**config.mk**
```make
export PLATFORM = sky130hd
export DESIGN_NAME = pfr_cell
export DESIGN_NICKNAME = d
export VERILOG_FILES = /design/src/sv/pfr_pkg.sv /design/src/sv/pfr_cell.sv
export SDC_FILE = /design/constraint.sdc
export NUM_CORES = 1
export LEC_CHECK = 0
export ABC_CLOCK_PERIOD_IN_PS = 5300
export BUFFER_PORTS_ARGS = -buffer_cell sky130_fd_sc_hd__buf_2
export CAP_MARGIN = 20
export CORE_AREA = 5 5 200 202
export DETAILED_ROUTE_END_ITERATION = 8
export DIE_AREA = 0 0 205 207
export GPL_ROUTABILITY_DRIVEN = 0
export PLACE_DENSITY_LB_ADDON = 0.15
export SYNTH_ARGS = -nofsm -noshare
export SYNTH_HDL_FRONTEND = slang
export SYNTH_SLANG_ARGS = --single-unit
```
**constraint.sdc**
```tcl
create_clock -name i_clk -period 5.3 [get_ports i_clk]
set_input_delay 0 -clock i_clk [delete_from_list [all_inputs] [get_ports i_clk]]
set_output_delay 0 -clock i_clk [all_outputs]
set_load 0.02 [all_outputs]
```
**src/sv/pfr_pkg.sv**
```systemverilog
`timescale 1ns / 1ps

package pfr_pkg;

    // Width of the objective fields on the ports
    localparam int FIELD_W = 32;
    // Width of the index and rank fields on the ports
    localparam int INDEX_W = 6;
    localparam int RANK_W  = 6;

    // Sequencer states: load words, latch a front, rotate the ring, flush the last word
    typedef enum logic [1:0] {
        S_LOAD,
        S_LATCH,
        S_SCAN,
        S_FLUSH
    } t_state;

    // Per-cycle commands broadcast to every cell of the ring
    typedef struct packed {
        logic load;
        logic latch;
        logic shift;
        logic clear;
    } t_cell_ctl;

endpackage

```
**src/sv/pfr_cell.sv**
```systemverilog
`timescale 1ns / 1ps

module pfr_cell #(
    parameter int MAX_SOLUTIONS   = 64,
    parameter int OBJECTIVE_WIDTH = 32
) (
    input  logic                       i_clk,
    input  logic                       i_rst_n,
    input  pfr_pkg::t_cell_ctl         i_ctl,
    input  logic                       i_sel,
    input  logic [MAX_SOLUTIONS-1:0]   i_load_bit,
    input  logic [OBJECTIVE_WIDTH-1:0] i_new_obj_one,
    input  logic [OBJECTIVE_WIDTH-1:0] i_new_obj_two,
    input  logic [MAX_SOLUTIONS-1:0]   i_gather,
    input  logic [MAX_SOLUTIONS-1:0]   i_rem,
    input  logic [OBJECTIVE_WIDTH-1:0] i_nb_obj_one,
    input  logic [OBJECTIVE_WIDTH-1:0] i_nb_obj_two,
    input  logic [MAX_SOLUTIONS-1:0]   i_nb_mask,
    input  logic                       i_nb_valid,
    input  logic                       i_nb_emitted,
    input  logic                       i_nb_flag,
    output logic [OBJECTIVE_WIDTH-1:0] o_obj_one,
    output logic [OBJECTIVE_WIDTH-1:0] o_obj_two,
    output logic [MAX_SOLUTIONS-1:0]   o_mask,
    output logic                       o_valid,
    output logic                       o_emitted,
    output logic                       o_flag,
    output logic                       o_dom_new,
    output logic                       o_flag_next
);

    logic [OBJECTIVE_WIDTH-1:0] r_obj_one;
    logic [OBJECTIVE_WIDTH-1:0] r_obj_two;
    logic [MAX_SOLUTIONS-1:0]   r_mask;
    logic                       r_valid;
    logic                       r_emitted;
    logic                       r_flag;
    logic                       n_flag;
    logic                       ge_one, ge_two, gt_one, gt_two;
    logic                       mine_dom_new, new_dom_mine;

    // Compare the held solution with the incoming word
    always_comb begin
        ge_one       = $signed(r_obj_one) >= $signed(i_new_obj_one);
        ge_two       = $signed(r_obj_two) >= $signed(i_new_obj_two);
        gt_one       = $signed(r_obj_one) >  $signed(i_new_obj_one);
        gt_two       = $signed(r_obj_two) >  $signed(i_new_obj_two);
        mine_dom_new = ge_one & ge_two & (gt_one | gt_two);
        new_dom_mine = ~gt_one & ~gt_two & (~ge_one | ~ge_two);
        // In the current front when no remaining solution dominates this one
        n_flag       = r_valid & ~r_emitted & ~|(r_mask & i_rem);
    end

    // Control bits of the cell
    always_ff @(posedge i_clk) begin
        if (!i_rst_n) begin
            r_valid   <= 1'b0;
            r_emitted <= 1'b0;
            r_flag    <= 1'b0;
        end else if (i_ctl.clear) begin
            r_valid   <= 1'b0;
            r_emitted <= 1'b0;
            r_flag    <= 1'b0;
        end else if (i_ctl.shift) begin
            // A flagged solution leaves the head during this pass: mark it emitted
            r_valid   <= i_nb_valid;
            r_emitted <= i_nb_emitted | i_nb_flag;
            r_flag    <= i_nb_flag;
        end else if (i_ctl.latch) begin
            r_flag    <= n_flag;
        end else if (i_ctl.load && i_sel) begin
            r_valid   <= 1'b1;
            r_emitted <= 1'b0;
            r_flag    <= 1'b0;
        end
    end

    // Payload of the cell: objectives and dominator mask
    always_ff @(posedge i_clk) begin
        if (i_ctl.shift) begin
            r_obj_one <= i_nb_obj_one;
            r_obj_two <= i_nb_obj_two;
            r_mask    <= i_nb_mask;
        end else if (i_ctl.load) begin
            if (i_sel) begin
                r_obj_one <= i_new_obj_one;
                r_obj_two <= i_new_obj_two;
                r_mask    <= i_gather;
            end else if (r_valid && new_dom_mine) begin
                r_mask    <= r_mask | i_load_bit;
            end
        end
    end

    assign o_obj_one   = r_obj_one;
    assign o_obj_two   = r_obj_two;
    assign o_mask      = r_mask;
    assign o_valid     = r_valid;
    assign o_emitted   = r_emitted;
    assign o_flag      = r_flag;
    assign o_dom_new   = r_valid & mine_dom_new;
    assign o_flag_next = n_flag;

endmodule

```
==> flow_summary.toml <==
[status]
status = "complete, no violations"

[timing]
slew_headroom = 0.3804
skew_ps = 8.155
finalMaxSlewViolations = 0
fin_crit_sh = 0.6288
rsz0062_at_grt = "false"
fin_tns_setup_ps = 0
finalHoldViolations = 0
layout_min_cycle_time_ps = 3333
tightestPinTransition_ps = 929.3
setup_viol = 0
timing.fmax_ghz = 0.3001
hold_ws_ps = 30.16

[flow_run]
maxCapViolCount = 0

[critical_path]
cp_max_fo = 40
critPathLaunch = "o_obj_two[27]$_DFFE_PP_"
start_kind = "flip-flop"
cp.arrival_ps = 3410
worstPathRequired_ps = 5370
endpoint_kind = "flip-flop"
criticalPathCategory = "flip-flop to flip-flop"
r2r-start = "o_obj_two[27]$_DFFE_PP_"

[cts]
numClockSinks = 131
cts.reportedPaths.clkPinSlew_ps = 60
cts_resized = 0
numCtsBuffers = 17
clock_path_buffers = 2
cts_max_level = 4
postCtsSetupBuffers = 0
insertion_delay_ps = 440
cts_hold_buffers = 261
cts-root-buf = "clkbuf_16"
cts_tree = "built"

[logic_synthesis]
synthTopCellsByArea = "edfxtp_1 (47%), ha_1 (9.9%), o21ai_0 (8.5%)"
syn_area_sq_um = 8098
synthMuxAreaShare = 0.005253
synth.most_common_cell = "nand2_1"
synth_top_family_by_area = "compound AO/OA/AOI/OAI gates"
syn_inst = 914
synthTopCellsByCount = "nand2_1 (142), o21ai_0 (138), nor2_1 (137)"
syn-num-nets = 1372
syn_avg_cell_area_sq_um = 8.860
ys_async_sr_fraction = 0
yosysSeqAreaShare = 0.4821
yosys.area_share.adder = 0.09889
ys_warn_count = 0
ys_types = 44
synthSimpleGateAreaFrac = 0.1658
synth_edf_count = 128
synth_compound_area_frac = 0.1979
yosys.area.top_type_share = 0.4747
synth_seq_cells = 131
synth_xor_area_frac = 0
yosys.area.top_type = "edfxtp_1"
synthFlopType = "edfxtp_1"

[placed_design]
dp.cells = 1922
dp_hpwl_mm = 31.34
io_buffers = 526
place_area_sq_um = 11300

[min_path]
worst_hold_startpoint = "i_new_obj_one[9]"
hp-class = "input pin to flip-flop"

[global_routing]
grt_max_degree = 99
grt-ovfl-total = 0
grt_util_all_layers = 0.1818
grt_pass1_vias = 10130
grt_antenna_before_repair = 6
grt_pass1_wl_mm = 59.35

[drt]
drc = 0
route.detailed.wl_per_inst_um = 17.98
antenna_left = 0
vias_per_cell = 4.354
vias = 9662
totalWireLength_mm = 39.89
dr.pass1.iters = 5
dr.first_iter.drc_count = 489

[floorplanning]
die_w_um = 205
dieArea_sq_um = 42440
start_util = 0.2125
rows = 72
dieHeight_um = 207
core_sq_um = 38110
io_pins = 527

[finish]
nNetsFinal = 2142
fin_cells = 2219
area_growth_pct = 79.06
drive_above_1_share = 0.3365
final_area_sq_um = 14500

[power_and_ir_drop]
p_total_mw = 3.616
power_density_nw_per_um2 = 249.4
power_leakage_nw = 6.822
vdd_drop_max_mv = 0.1959
-- flip-flops by register name, indices dropped and copies added, names as in the netlist --
| name | flops |
|---|---|
| o_mask | 64 |
| o_obj_one | 32 |
| o_obj_two | 32 |
| o_emitted | 1 |
| o_flag | 1 |
| o_valid | 1 |
-- metal layers --
| layer | vias up | share of wire | global-route usage | routed length [um] |
|---|---|---|---|---|
| met5 | - | 0.00058 | 0 | 23 |
| met4 | 4 | 0.027 | 0.06607 | 1081 |
| met3 | 43 | 0.080 | 0.05239 | 3179 |
| met2 | 364 | 0.49 | 0.3173 | 19700 |
| met1 | 4444 | 0.40 | 0.2110 | 15910 |
| li1 | 4807 | - | - | - |
-- stage by stage --
step | worst slack [ps] | utilization
floorplan | 785.1 | -
global placement | 2089 | 0.2961
detailed placement | 1938 | 0.2966
CTS | 1938 | 0.3803
global route | 1611 | 0.3804
finish | 1967 | 0.3805
-- layout make-up --
type	instances	area, sq um
Clock buffer	20	436.7
Tap cell	518	648.1
Multi-Input combinational cell	675	3800
Fill cell	4056	23610
Antenna cell	4	10.01
Inverter	65	244.0
Sequential cell	131	3904
Timing Repair Buffer	794	5319
Clock inverter	12	138.9
-- power breakdown --
group | internal, mW | switching [mW]
clock | 0.732 | 0.483
sequential | 1.27 | 0.0984
combinational | 0.491 | 0.537
-- path summary, 6_finish.rpt --
check	to	slack, ps	cells past startpoint
worst max-delay path	o_mask[59]$_DFFE_PP_	1970	8
worst min-delay path	o_obj_one[9]$_DFFE_PP_	30	3
worst max register to register	o_mask[59]$_DFFE_PP_	1970	8
worst min register to register	o_emitted$_SDFFE_PP0P_	610	2
-- worst max-delay path: stages, from the launching register on --
cell      delay, ps
edfxtp_1        400
ha_1            330
nand4_1         120
nor4_1          620
o311a_1         310
nor3_2           70
mux2i_1         180
o41ai_4         360
buf_4           540
-- kinds of logic after synthesis --
group	Yosys count
buffers and inverters	108
DFF	131
adders and majority gates	64
muxes	4
and+or+nand+nor	323
AOI/OAI and AO/OA	284
-- cell usage in the layout (no fill, tap or decap), types with 5 or more instances in the layout --
cell type / n
nor2_1: 137
ha_1: 64
buf_4: 7
clkinv_2: 5
clkbuf_16: 17
buf_2: 524
dlygate4sd3_1: 261
nand3_1: 8
nand4_1: 18
a22o_1: 5
nand2_1: 142
a221oi_1: 5
nor2b_1: 5
a21oi_1: 92
edfxtp_1: 128
inv_1: 64
a22oi_1: 19
o21ai_0: 138
(Power assumes the default switching activity.)
